### src/rtl/fchm_pkg.sv
// Shared constants, types and register codes of the frame count histogram block.
package fchm_pkg;

  localparam int unsigned BINS       = 64;
  localparam int unsigned BIN_BITS   = $clog2(BINS);
  localparam int unsigned FRAME_BITS = 24;
  localparam int unsigned VALUE_BITS = 16;

  // Configuration port: one index bit selects one of the two registers.
  localparam int unsigned CFG_IDX_BITS  = 1;
  localparam int unsigned CFG_DATA_BITS = VALUE_BITS;

  localparam logic [BIN_BITS-1:0]   TALLY_MAX = BIN_BITS'(BINS - 1);
  localparam logic [FRAME_BITS-1:0] BIN_MAX   = '1;

  typedef enum logic [CFG_IDX_BITS-1:0] {
    REG_THRESHOLD = 1'b0,
    REG_COMPARE   = 1'b1
  } cfg_reg_e;

  typedef enum logic [1:0] {
    ST_RUN,
    ST_LAST,
    ST_SCAN,
    ST_DRAIN
  } state_e;

  // One histogram bin read by the mode scan, aligned with the read data.
  typedef struct packed {
    logic                vld;
    logic [BIN_BITS-1:0] bin;
  } scan_tap_t;

  // Best bin found so far and how many frames it holds.
  typedef struct packed {
    logic [BIN_BITS-1:0]   bin;
    logic [FRAME_BITS-1:0] frames;
  } mode_t;

endpackage

### src/rtl/frame_count_histogram_mode.sv
// Top level of the per-frame labelled count histogram with mode readout.
//
// Usage: table rows enter on start_i with frame_id_i, value_i and last_row_i.
// A row is accepted at a rising edge where start_i is high and busy_o is low.
// Each row is labelled by comparing value_i with the threshold register,
// either greater-than or less-or-equal, and labelled rows are counted per
// frame. When the frame id changes, the finished frame adds one to the
// histogram bin of its count through a read-modify-write of the bin memory.
// While rows stream, one row is accepted every cycle.
// The row with last_row_i set closes the final frame and raises busy_o
// while the block issues the final frame's update, then the one memory
// read port walks the bins from 63 down to 0, and then a last step
// finishes the compare. In the cycle in which busy_o falls, result_valid_o is
// high for exactly one cycle with mode_count_o, frames_at_mode_o and
// count_overflow_o; the receiver cannot hold that transaction off. The
// histogram is cleared at once by its valid bits, so the next table may
// start in that same cycle. Reset clears the run state, sets the threshold
// to zero and selects the greater-than compare. Configuration is written
// through cfg_we_i, cfg_idx_i and cfg_data_i while no table is in flight.
module frame_count_histogram_mode (
  input  logic                                clk_i,
  input  logic                                rst_ni,
  input  logic                                start_i,
  output logic                                busy_o,
  input  logic [fchm_pkg::FRAME_BITS-1:0]     frame_id_i,
  input  logic [fchm_pkg::VALUE_BITS-1:0]     value_i,
  input  logic                                last_row_i,
  input  logic                                cfg_we_i,
  input  logic [fchm_pkg::CFG_IDX_BITS-1:0]   cfg_idx_i,
  input  logic [fchm_pkg::CFG_DATA_BITS-1:0]  cfg_data_i,
  output logic                                result_valid_o,
  output logic [fchm_pkg::BIN_BITS-1:0]       mode_count_o,
  output logic [fchm_pkg::FRAME_BITS-1:0]     frames_at_mode_o,
  output logic                                count_overflow_o
);
  import fchm_pkg::*;

  state_e state_q, state_d;

  logic [VALUE_BITS-1:0] thr_q;
  logic                  cmp_q;
  logic [FRAME_BITS-1:0] cur_frame_q;
  logic [BIN_BITS-1:0]   tally_q;
  logic                  first_q;
  logic                  ovf_q;
  logic [BIN_BITS-1:0]   final_bin_q;
  logic [BIN_BITS-1:0]   scan_q;
  logic                  b_vld_q;
  logic [BIN_BITS-1:0]   b_bin_q;
  scan_tap_t             tap_q, tap_d;
  logic                  out_vld_q;
  mode_t                 out_mode_q;
  logic                  out_ovf_q;

  logic                  accept;
  logic                  labelled;
  logic                  frame_change;
  logic [BIN_BITS-1:0]   tally_base;
  logic [BIN_BITS-1:0]   tally_next;
  logic                  issue_last;
  logic                  scan_issue;
  logic                  drain;
  logic                  close_req;
  logic                  rd_en;
  logic [BIN_BITS-1:0]   rd_addr;
  logic [FRAME_BITS-1:0] hist_cur;
  logic [FRAME_BITS-1:0] hist_inc;
  mode_t                 scan_mode;

  assign accept = start_i && (state_q == ST_RUN);
  assign busy_o = (state_q != ST_RUN);

  // Row labelling and per-frame tally. The first row of a run opens a frame
  // without closing an empty one.
  assign labelled     = cmp_q ? (value_i > thr_q) : (value_i <= thr_q);
  assign frame_change = !first_q && (frame_id_i != cur_frame_q);
  assign tally_base   = (first_q || frame_change) ? '0 : tally_q;

  always_comb begin
    tally_next = tally_base;
    if (labelled && (tally_base != TALLY_MAX)) begin
      tally_next = tally_base + BIN_BITS'(1);
    end
  end

  // Next state.
  always_comb begin
    state_d = state_q;
    case (state_q)
      ST_RUN: begin
        if (accept && last_row_i) begin
          state_d = ST_LAST;
        end
      end
      ST_LAST: begin
        state_d = ST_SCAN;
      end
      ST_SCAN: begin
        if (scan_q == '0) begin
          state_d = ST_DRAIN;
        end
      end
      ST_DRAIN: begin
        state_d = ST_RUN;
      end
      default: begin
        state_d = ST_RUN;
      end
    endcase
  end

  // Controls decoded from the state.
  always_comb begin
    issue_last = 1'b0;
    scan_issue = 1'b0;
    drain      = 1'b0;
    case (state_q)
      ST_RUN:   ;
      ST_LAST:  issue_last = 1'b1;
      ST_SCAN:  scan_issue = 1'b1;
      ST_DRAIN: drain = 1'b1;
      default:  ;
    endcase
  end

  // One memory read per cycle: a frame close, the final close, or a scan step.
  assign close_req = (accept && frame_change) || issue_last;
  assign rd_en     = close_req || scan_issue;

  always_comb begin
    if (accept && frame_change) begin
      rd_addr = tally_q;
    end else if (issue_last) begin
      rd_addr = final_bin_q;
    end else begin
      rd_addr = scan_q;
    end
  end

  assign tap_d.vld = scan_issue;
  assign tap_d.bin = scan_q;

  // The bin count stops at its largest value.
  assign hist_inc = (hist_cur == BIN_MAX) ? hist_cur : hist_cur + FRAME_BITS'(1);

  fchm_hist_mem u_hist_mem (
    .clk_i     (clk_i),
    .rst_ni    (rst_ni),
    .rd_en_i   (rd_en),
    .rd_addr_i (rd_addr),
    .rd_data_o (hist_cur),
    .wr_en_i   (b_vld_q),
    .wr_addr_i (b_bin_q),
    .wr_data_i (hist_inc),
    .clr_i     (drain)
  );

  fchm_mode_scan u_mode_scan (
    .clk_i   (clk_i),
    .rst_ni  (rst_ni),
    .tap_i   (tap_q),
    .value_i (hist_cur),
    .mode_o  (scan_mode)
  );

  always_ff @(posedge clk_i or negedge rst_ni) begin
    if (!rst_ni) begin
      state_q <= ST_RUN;
      thr_q   <= '0;
      cmp_q   <= 1'b1;
    end else begin
      state_q <= state_d;
      if (cfg_we_i) begin
        case (cfg_reg_e'(cfg_idx_i))
          REG_THRESHOLD: thr_q <= cfg_data_i[VALUE_BITS-1:0];
          REG_COMPARE:   cmp_q <= cfg_data_i[0];
          default:       ;
        endcase
      end
    end
  end

  // Run state: open frame id and tally, first-row flag, overflow flag and final bin.
  always_ff @(posedge clk_i or negedge rst_ni) begin
    if (!rst_ni) begin
      cur_frame_q <= '0;
      tally_q     <= '0;
      first_q     <= 1'b1;
      ovf_q       <= 1'b0;
      final_bin_q <= '0;
    end else if (drain) begin
      cur_frame_q <= '0;
      tally_q     <= '0;
      first_q     <= 1'b1;
      ovf_q       <= 1'b0;
    end else if (accept) begin
      cur_frame_q <= frame_id_i;
      tally_q     <= tally_next;
      first_q     <= 1'b0;
      if (labelled && (tally_base == TALLY_MAX)) begin
        ovf_q <= 1'b1;
      end
      if (last_row_i) begin
        final_bin_q <= tally_next;
      end
    end
  end

  // Update pipeline and scan counter.
  always_ff @(posedge clk_i or negedge rst_ni) begin
    if (!rst_ni) begin
      b_vld_q <= 1'b0;
      b_bin_q <= '0;
      tap_q   <= '0;
      scan_q  <= '0;
    end else begin
      b_vld_q <= close_req;
      b_bin_q <= rd_addr;
      tap_q   <= tap_d;
      if (issue_last) begin
        scan_q <= TALLY_MAX;
      end else if (scan_issue) begin
        scan_q <= scan_q - BIN_BITS'(1);
      end
    end
  end

  // Result register: one strobe per table.
  always_ff @(posedge clk_i or negedge rst_ni) begin
    if (!rst_ni) begin
      out_vld_q <= 1'b0;
    end else begin
      out_vld_q <= drain;
    end
  end

  always_ff @(posedge clk_i) begin
    if (drain) begin
      out_mode_q <= scan_mode;
      out_ovf_q  <= ovf_q;
    end
  end

  assign result_valid_o   = out_vld_q;
  assign mode_count_o     = out_mode_q.bin;
  assign frames_at_mode_o = out_mode_q.frames;
  assign count_overflow_o = out_ovf_q;

endmodule

### src/rtl/fchm_hist_mem.sv
// Histogram memory with per-bin valid bits and write-to-read forwarding.
module fchm_hist_mem (
  input  logic                              clk_i,
  input  logic                              rst_ni,
  input  logic                              rd_en_i,
  input  logic [fchm_pkg::BIN_BITS-1:0]     rd_addr_i,
  output logic [fchm_pkg::FRAME_BITS-1:0]   rd_data_o,
  input  logic                              wr_en_i,
  input  logic [fchm_pkg::BIN_BITS-1:0]     wr_addr_i,
  input  logic [fchm_pkg::FRAME_BITS-1:0]   wr_data_i,
  input  logic                              clr_i
);
  import fchm_pkg::*;

  logic [FRAME_BITS-1:0] mem_q [BINS];
  logic [FRAME_BITS-1:0] rdata_q;
  logic [BINS-1:0]       valid_q;
  logic                  rvld_q;
  logic [BIN_BITS-1:0]   raddr_q;
  logic                  lw_vld_q;
  logic [BIN_BITS-1:0]   lw_addr_q;
  logic [FRAME_BITS-1:0] lw_data_q;

  always_ff @(posedge clk_i) begin
    if (wr_en_i) begin
      mem_q[wr_addr_i] <= wr_data_i;
    end
    if (rd_en_i) begin
      rdata_q <= mem_q[rd_addr_i];
    end
  end

  always_ff @(posedge clk_i) begin
    if (wr_en_i) begin
      lw_addr_q <= wr_addr_i;
      lw_data_q <= wr_data_i;
    end
    if (rd_en_i) begin
      raddr_q <= rd_addr_i;
    end
  end

  // A bin that is not valid reads as zero, so clearing the valid bits clears the run.
  always_ff @(posedge clk_i or negedge rst_ni) begin
    if (!rst_ni) begin
      valid_q  <= '0;
      rvld_q   <= 1'b0;
      lw_vld_q <= 1'b0;
    end else begin
      lw_vld_q <= wr_en_i;
      if (rd_en_i) begin
        rvld_q <= valid_q[rd_addr_i];
      end
      if (clr_i) begin
        valid_q <= '0;
      end else if (wr_en_i) begin
        valid_q[wr_addr_i] <= 1'b1;
      end
    end
  end

  // A write landing on the same edge as the read of that bin is forwarded.
  assign rd_data_o = (lw_vld_q && (lw_addr_q == raddr_q)) ? lw_data_q :
                     (rvld_q ? rdata_q : '0);

endmodule

### src/rtl/fchm_mode_scan.sv
// Running maximum over histogram bins read from the highest bin down.
module fchm_mode_scan (
  input  logic                            clk_i,
  input  logic                            rst_ni,
  input  fchm_pkg::scan_tap_t             tap_i,
  input  logic [fchm_pkg::FRAME_BITS-1:0] value_i,
  output fchm_pkg::mode_t                 mode_o
);
  import fchm_pkg::*;

  mode_t best_q;
  logic  take;

  // The first bin read always starts the search; later bins win only when
  // strictly larger, so ties stay with the larger count.
  assign take = tap_i.vld && ((tap_i.bin == TALLY_MAX) || (value_i > best_q.frames));

  always_comb begin
    mode_o = best_q;
    if (take) begin
      mode_o.bin    = tap_i.bin;
      mode_o.frames = value_i;
    end
  end

  always_ff @(posedge clk_i or negedge rst_ni) begin
    if (!rst_ni) begin
      best_q <= '0;
    end else if (tap_i.vld) begin
      best_q <= mode_o;
    end
  end

endmodule

### config.mk
export PLATFORM = sky130hd
export DESIGN_NAME = frame_count_histogram_mode
export DESIGN_NICKNAME = d
export VERILOG_FILES = /design/src/rtl/fchm_pkg.sv /design/src/rtl/frame_count_histogram_mode.sv /design/src/rtl/fchm_hist_mem.sv /design/src/rtl/fchm_mode_scan.sv
export SDC_FILE = /design/constraint.sdc
export NUM_CORES = 2
export LEC_CHECK = 0
export ABC_AREA = 1
export BUFFER_PORTS_ARGS = -buffer_cell sky130_fd_sc_hd__buf_2
export CELL_PAD_IN_SITES_DETAIL_PLACEMENT = 1
export CELL_PAD_IN_SITES_GLOBAL_PLACEMENT = 2
export CORE_MARGIN = 4
export CORE_UTILIZATION = 40
export DETAILED_ROUTE_END_ITERATION = 6
export PLACE_DENSITY_LB_ADDON = 0.1
export REMOVE_ABC_BUFFERS = 1
export SLEW_MARGIN = 30
export SYNTH_ARGS = -nofsm -noshare
export SYNTH_HDL_FRONTEND = slang
export SYNTH_SLANG_ARGS = --single-unit
### constraint.sdc
create_clock -name clk_i -period 5.25 [get_ports clk_i]
set_input_delay 0.2625 -clock clk_i [delete_from_list [all_inputs] [get_ports clk_i]]
set_output_delay 0.2625 -clock clk_i [all_outputs]
set_load 0.01 [all_outputs]
=== Word level (Yosys, flattened, before mapping) ===
Memories as Yosys holds them, arrays and structs flattened. A register that Yosys moved wholly into a read port is not among the register bits.
Index checks and enable logic that the tools add are counted.

* Flip-flop bits (word level): 241
* Memory bits (writable): 1536
* Output and inout bits: 33
* Memories: 1

* $add $sub $neg: 3
* Magnitude comparators: 6
* Equal/unequal tests: 11
* Mux-type cells: 34
* Bitwise logic cells: 3
* Reductions and logical operators: 26

{| class="wikitable"
|+ Memories
! memory !! depth !! bits a word !! read ports !! clocked after memory_dff !! write ports !! RTL line !! source
|-
| u_hist_mem.mem_q || 64 || 24 || 1 || 1 || 1 || fchm_hist_mem.sv:15 || <nowiki>logic [FRAME_BITS-1:0] mem_q [BINS];</nowiki>
|}

{| class="wikitable"
|+ Operator list
! kind !! number
|-
| $mux 64 || 2
|-
| $mux 24 || 5
|-
| $or 64x64->64 || 1
|-
| $mux 6 || 8
|-
| $mux 30 || 1
|-
| $add 24x1->24 const B || 1
|-
| $eq 24x24->1 const B || 1
|-
| $gt 24x24->1 || 1
|-
| $ne 24x24->1 || 1
|-
| $gt 16x16->1 || 1
|-
| $le 16x16->1 || 1
|-
| $lt 6x7->1 const B || 2
|-
| $mux 1 || 13
|-
| $eq 6x6->1 const B || 2
|-
| $reduce_bool 2->1 || 5
|-
| $logic_and 1x1->1 || 9
|-
| $pmux 2 s4 || 1
|-
| $reduce_and 2->1 || 4
|-
| $add 6x1->6 const B || 1
|-
| $bmux 1 s6 || 1
|-
| $demux 1 s6 || 1
|-
| $eq 6x6->1 || 1
|-
| $ge 6x1->1 const B || 1
|-
| $logic_not 6->1 || 1
|-
| 12 further kinds || 18
|}

=== Longest topological paths before layout ===
* Word-level depth: 9
* Depth in mapped cells: 23
* Gate-level depth less buffers: 20

=== Hierarchy ===
A second synthesis with hierarchy kept.

* Cells, all modules: 6331
* Area, all modules: 74146.1 um2

{| class="wikitable"
|+ Modules (own cells, without submodules)
! module !! instances !! cells each !! area an instance (um2) !! seq. area each (um2)
|-
| fchm_hist_mem || 1 || 5385 || 66279.8 || 49577.5
|-
| frame_count_histogram_mode || 1 || 672 || 5803.1 || 2885.3
|-
| fchm_mode_scan || 1 || 274 || 2063.2 || 750.7
|}

=== Worst setup path after synthesis ===
OpenSTA, ideal clock, no wires.

* Kind: register to register
* From: register u_hist_mem.raddr_q[4]
* To: register u_hist_mem.lw_data_q[1], data pin
* Setup time: 710 ps
* Arrival time: 4881 ps
* Data required time: 4540 ps
* Slack: -340 ps
* Stages on the path, launching flop included: 15
* Cell sequence: edfxtp_1 > xor2_1 > nor3_2 > nand2_1 > buf_4 > nand2_1 > o21ai_1 > inv_1 > ha_1 > inv_1 > nor3_2 > nand2_1 > nor2_1 > nand2_2 > o21ai_0

* Longest elaborated chain between the ends: 5
* Elaborated cells on any way between the ends: 6
* Classes of those cells: 1 x add/sub; 2 x eq/ne; 2 x mux; 1 x reduce/logical

{| class="wikitable"
|+ Ends and longest elaborated chain
! item !! RTL line !! source
|-
| start: declaration || fchm_hist_mem.sv:19 || <nowiki>logic [BIN_BITS-1:0] raddr_q;</nowiki>
|-
| start signal: assignment || fchm_hist_mem.sv:39 || <nowiki>raddr_q <= rd_addr_i;</nowiki>
|-
| $eq 6x6->1 * || fchm_hist_mem.sv:63 || <nowiki>assign rd_data_o = (lw_vld_q && (lw_addr_q == raddr_q)) ? lw_data_q :</nowiki>
|-
| $logic_and 1x1->1 * || fchm_hist_mem.sv:63 ||
|-
| $mux 24 * || fchm_hist_mem.sv:63 ||
|-
| $add 24x1->24 / $eq 24x24->1 (equally long branches) || frame_count_histogram_mode.sv:144 || <nowiki>assign hist_inc = (hist_cur == BIN_MAX) ? hist_cur : hist_cur + FRAME_BITS'(1);</nowiki>
|-
| $mux 24 * || frame_count_histogram_mode.sv:144 ||
|-
| via hist_inc[1] || frame_count_histogram_mode.sv:67 || <nowiki>logic [FRAME_BITS-1:0] hist_inc;</nowiki>
|-
| end signal: assignment || fchm_hist_mem.sv:36 || <nowiki>lw_data_q <= wr_data_i;</nowiki>
|-
| end: declaration || fchm_hist_mem.sv:22 || <nowiki>logic [FRAME_BITS-1:0] lw_data_q;</nowiki>
|}

Mark *: on every way through the listed nets, which the timed path passes. The rest lies on a longest branch.
A chain may end at the register's enable or synchronous reset.

==> metrics.md <==
| Metric | Value |
|---|---|
| Most frequent cells in the layout | `edfxtp_1 (1627), inv_1 (629), o21ai_0 (604)` |
| Initial Util | `about 40%` |
| Detailed Place HPWL | `~140000 um` |
| Seq/Total Area, Yosys | `71.17%` |
| Clk_skew | `0.03412 ns` |
| Combinational family with the most area after synthesis | `compound AO/OA/AOI/OAI gates` |
| Actual slew at the worst max-slew pin | `1.013 ns` |
| Syn avg cell area | `12.15 um2` |
| Setup WS post-layout | `0.5072 ns` |
| Die Span X | `around 440 um` |
| Synth Area in XOR/XNOR | `0.1171%` |
| Layout area overhead | `15.92%` |
| Finished Cell Area | `0.08667 mm2` |
| Average vias per placed instance | `5.579` |
| Yosys top cell by area | `edfxtp_1` |
| Adder-cell share of the synthesized area | `0.8200%` |
| Clk sinks | `1801` |
| CTS tree | `yes` |
| MaxCap Viol Count | `0` |
| GPL Wtd Cong | `0.8027` |
| Clock-pin slew on the worst setup and hold paths | `about 0.06 ns` |
| Max frequency | `between 200 and 250 MHz` |
| Commonest non-fill, non-tap cell in the layout | `edfxtp_1` |
| Post-CTS Repair Setup Buffers | `0` |
| Ratio of cells with drive above 1 in the final layout | `11.29%` |
| GR Util All Layers | `25.48%` |
| # resized after CTS | `0` |
| Synth Area in Simple Gates | `10.01%` |
| Hold buffers post-CTS | `47` |
| DR pass1 iterations | `7` |
| Fin. max-slew vios | `0` |
| Full die area | `0.1939 mm2` |
| Iteration-0 DRC Markers | `4048` |
| # IOs | `between 90 and 100` |
| Core area | `0.1856 mm2` |
| Hold Fails Final Rpt | `0` |
| Placed cell areas | `0.08017 mm2` |
| Synth area leaders | `edfxtp_1 (65%), o211ai_1 (6.1%), dfrtp_1 (5.8%), o21ai_0 (4.1%), nand3_1 (3.2%)` |
| Max_slew headroom | `32.34%` |
| Outcome | `complete, no violations` |
| Max FO, Critical Path | `74` |
| Pre-CTS setup slack | `0.5297 ns` |
| Top-area cell type share of the netlist area | `65.34%` |
| Pwr Total | `61.40 mW` |
| CP Capture Type | `flip-flop` |
| Row cnt | `~160` |
| Wirelength, routed | `247800 um` |
| Fin crit share | `90.34%` |
| Final ANT Viol Nets | `0` |
| Startpoint Class | `flip-flop` |
| CP arrival | `5.26 ns` |
| Vias in the first global route | `51930` |
| Largest net degree at the start of global routing | `about 110` |
| Overflow after GRT | `0` |
| Nets | `6481` |
| Die height | `440.3 um` |
| Global-route wire length before repair | `361200 um` |
| Worst min-delay path class | `input pin to flip-flop` |
| Pwr dens | `708.5 mW/mm2` |
| IO Port Bufs | `94` |
| Synth Instances | `6154` |
| DR WL/cell | `about 27 um` |
| Initial antenna violation count | `10` |
| Number of setup violations in the final report | `0` |
| Mux cell area share after synthesis | `0%` |
| CTS H-tree lvls | `4` |
| DRC Markers | `0` |
| Vias post-DR | `50290` |
| Tmin final | `around 4.7 ns` |
| Synthesized cell area | `around 0.075 mm2` |
| Pleak | `about 31 nW` |
| WP data required | `5.77 ns` |
| Compound-gate portion of the synthesized area | `12.19%` |
| Netlist cell types | `between 40 and 50` |
| CTS Buf Count | `194` |
| Skew-Pair Late Insertion Delay | `approximately 0.83 ns` |
| Seq cells post-synth | `~1800` |
| Root Driver | `clkbuf_16` |
| VDD IR-drop max | `0.4985 mV` |
| Yosys warning total | `0` |
| RSZ-0062 raised after global routing | `no` |
| WS Path Type | `flip-flop to flip-flop` |
| Clock Tree Buf Depth | `3` |
-- sequential cells by signal, summed over array words and instances, names as in the netlist, 2 cells and up --
| name | count |
|---|---|
| u_hist_mem.mem_q | 1536 |
| b_bin_q | 6 |
| tap_q | 7 |
| tally_q | 6 |
| u_hist_mem.valid_q | 64 |
| u_hist_mem.raddr_q | 6 |
| u_hist_mem.lw_addr_q | 6 |
| u_mode_scan.best_q | 30 |
| thr_q | 16 |
| state_q | 2 |
| frames_at_mode_o | 24 |
| mode_count_o | 6 |
| final_bin_q | 6 |
| cur_frame_q | 24 |
| scan_q | 6 |
| u_hist_mem.lw_data_q | 24 |
| u_hist_mem.rdata_q | 24 |
-- critical path, stage by stage (launching register included) --
cell and delay, ns:
edfxtp_1 0.40, nand2_1 0.08, o21ai_0 0.07, nor3_1 0.24, nand2_1 0.35, o21ai_0 0.65
inv_1 0.18, ha_1 0.34, inv_1 0.04, nor4_1 0.30, buf_4 0.17, inv_1 0.05
o311ai_0 0.38, o31ai_2 0.26, buf_4 0.20, o31ai_1 0.09, nand2_2 0.13, buf_12 0.19
nand2_1 0.12, o21ai_0 0.09
-- cell type report --
| class | instances | area, um2 |
|---|---|---|
| Fill cell | 19030 | 98960 |
| Sequential cell | 1801 | 53210 |
| Multi-Input combinational cell | 3332 | 18040 |
| Clock buffer | 268 | 5389 |
| Timing Repair Buffer | 398 | 3869 |
| Tap cell | 2480 | 3103 |
| Inverter | 643 | 2424 |
| Clock inverter | 88 | 623.1 |
| Antenna cell | 5 | 12.51 |
-- final timing paths --
check / start / endpoint / slack (ns) / cells past startpoint
worst min register to register: scan_q[4] / tap_q[4] / 0.39 / 0
worst max-delay path: u_hist_mem.raddr_q[5] / frames_at_mode_o[6] / 0.51 / 19
max in group asynchronous: rst_ni / tap_q[6] / 3.35 / 4
min in group asynchronous: rst_ni / u_mode_scan.best_q[29] / 0.51 / 3
worst min-delay path: cfg_idx_i / cmp_q / 0.19 / 3
worst max register to register: u_hist_mem.raddr_q[5] / frames_at_mode_o[6] / 0.51 / 19
-- metrics by stage --
step	setup TNS [ns]	hold WS (ns)	utilization (%)	cells
global route	0	0.1713	46.68	9011
floorplan	-254.62	-0.03309	-	5776
CTS	0	0.1070	46.68	9010
finish	0	0.1884	46.69	9015
detailed placement	0	0.3454	43.19	8607
global placement	0	0.3443	43.01	8594
-- report_power, final --
group          internal [mW]  switching (mW)  total, mW
registers               18.8           0.589       19.4
logic                   7.63            21.3       28.9
clock network           7.43            5.64       13.1
-- cells in the mapped netlist (all sizes together) --
cell type,number
a211oi,2
a21oi,36
a221oi,1
a22o,1
a31o,1
a31oi,2
buf,257
clkbuf,121
clkinv,4
dfrtp,172
dfstp,2
edfxtp,1627
ha,49
inv,639
nand2,605
nand3,488
nand3b,1
nand4,18
nor2,638
nor3,22
nor4,8
o211ai,603
o21a,2
o21ai,784
o21bai,26
o221a,1
o221ai,2
o22ai,24
o311ai,1
o31ai,2
or2,4
or3,1
xnor2,1
xor2,9
-- routing by layer --
metal  wire [um]  share of wire (%)  global-route usage, %  vias to the layer above
met3       10770                4.3                  2.850                      317
met1      110400                 45                  35.26                    26220
met2      119700                 48                  42.64                     1162
li1            -                  -                      -                    22600
met4        6979                2.8                  7.222                        0
met5           0                  0                      0                        -
-- kinds of logic (layout without fill, tap and decap cells) --
kind of cell / after synthesis / count (layout)
and+or+nand+nor: 1785 / 1785
AOI/OAI and AO/OA: 1488 / 1488
other: 0 / 5
xor gates and xnor gates: 10 / 10
DFF: 1801 / 1801
buffers and inverters: 1021 / 1397
adders and majority gates: 49 / 49
No activity file was read; power rests on OpenSTA's default activity.
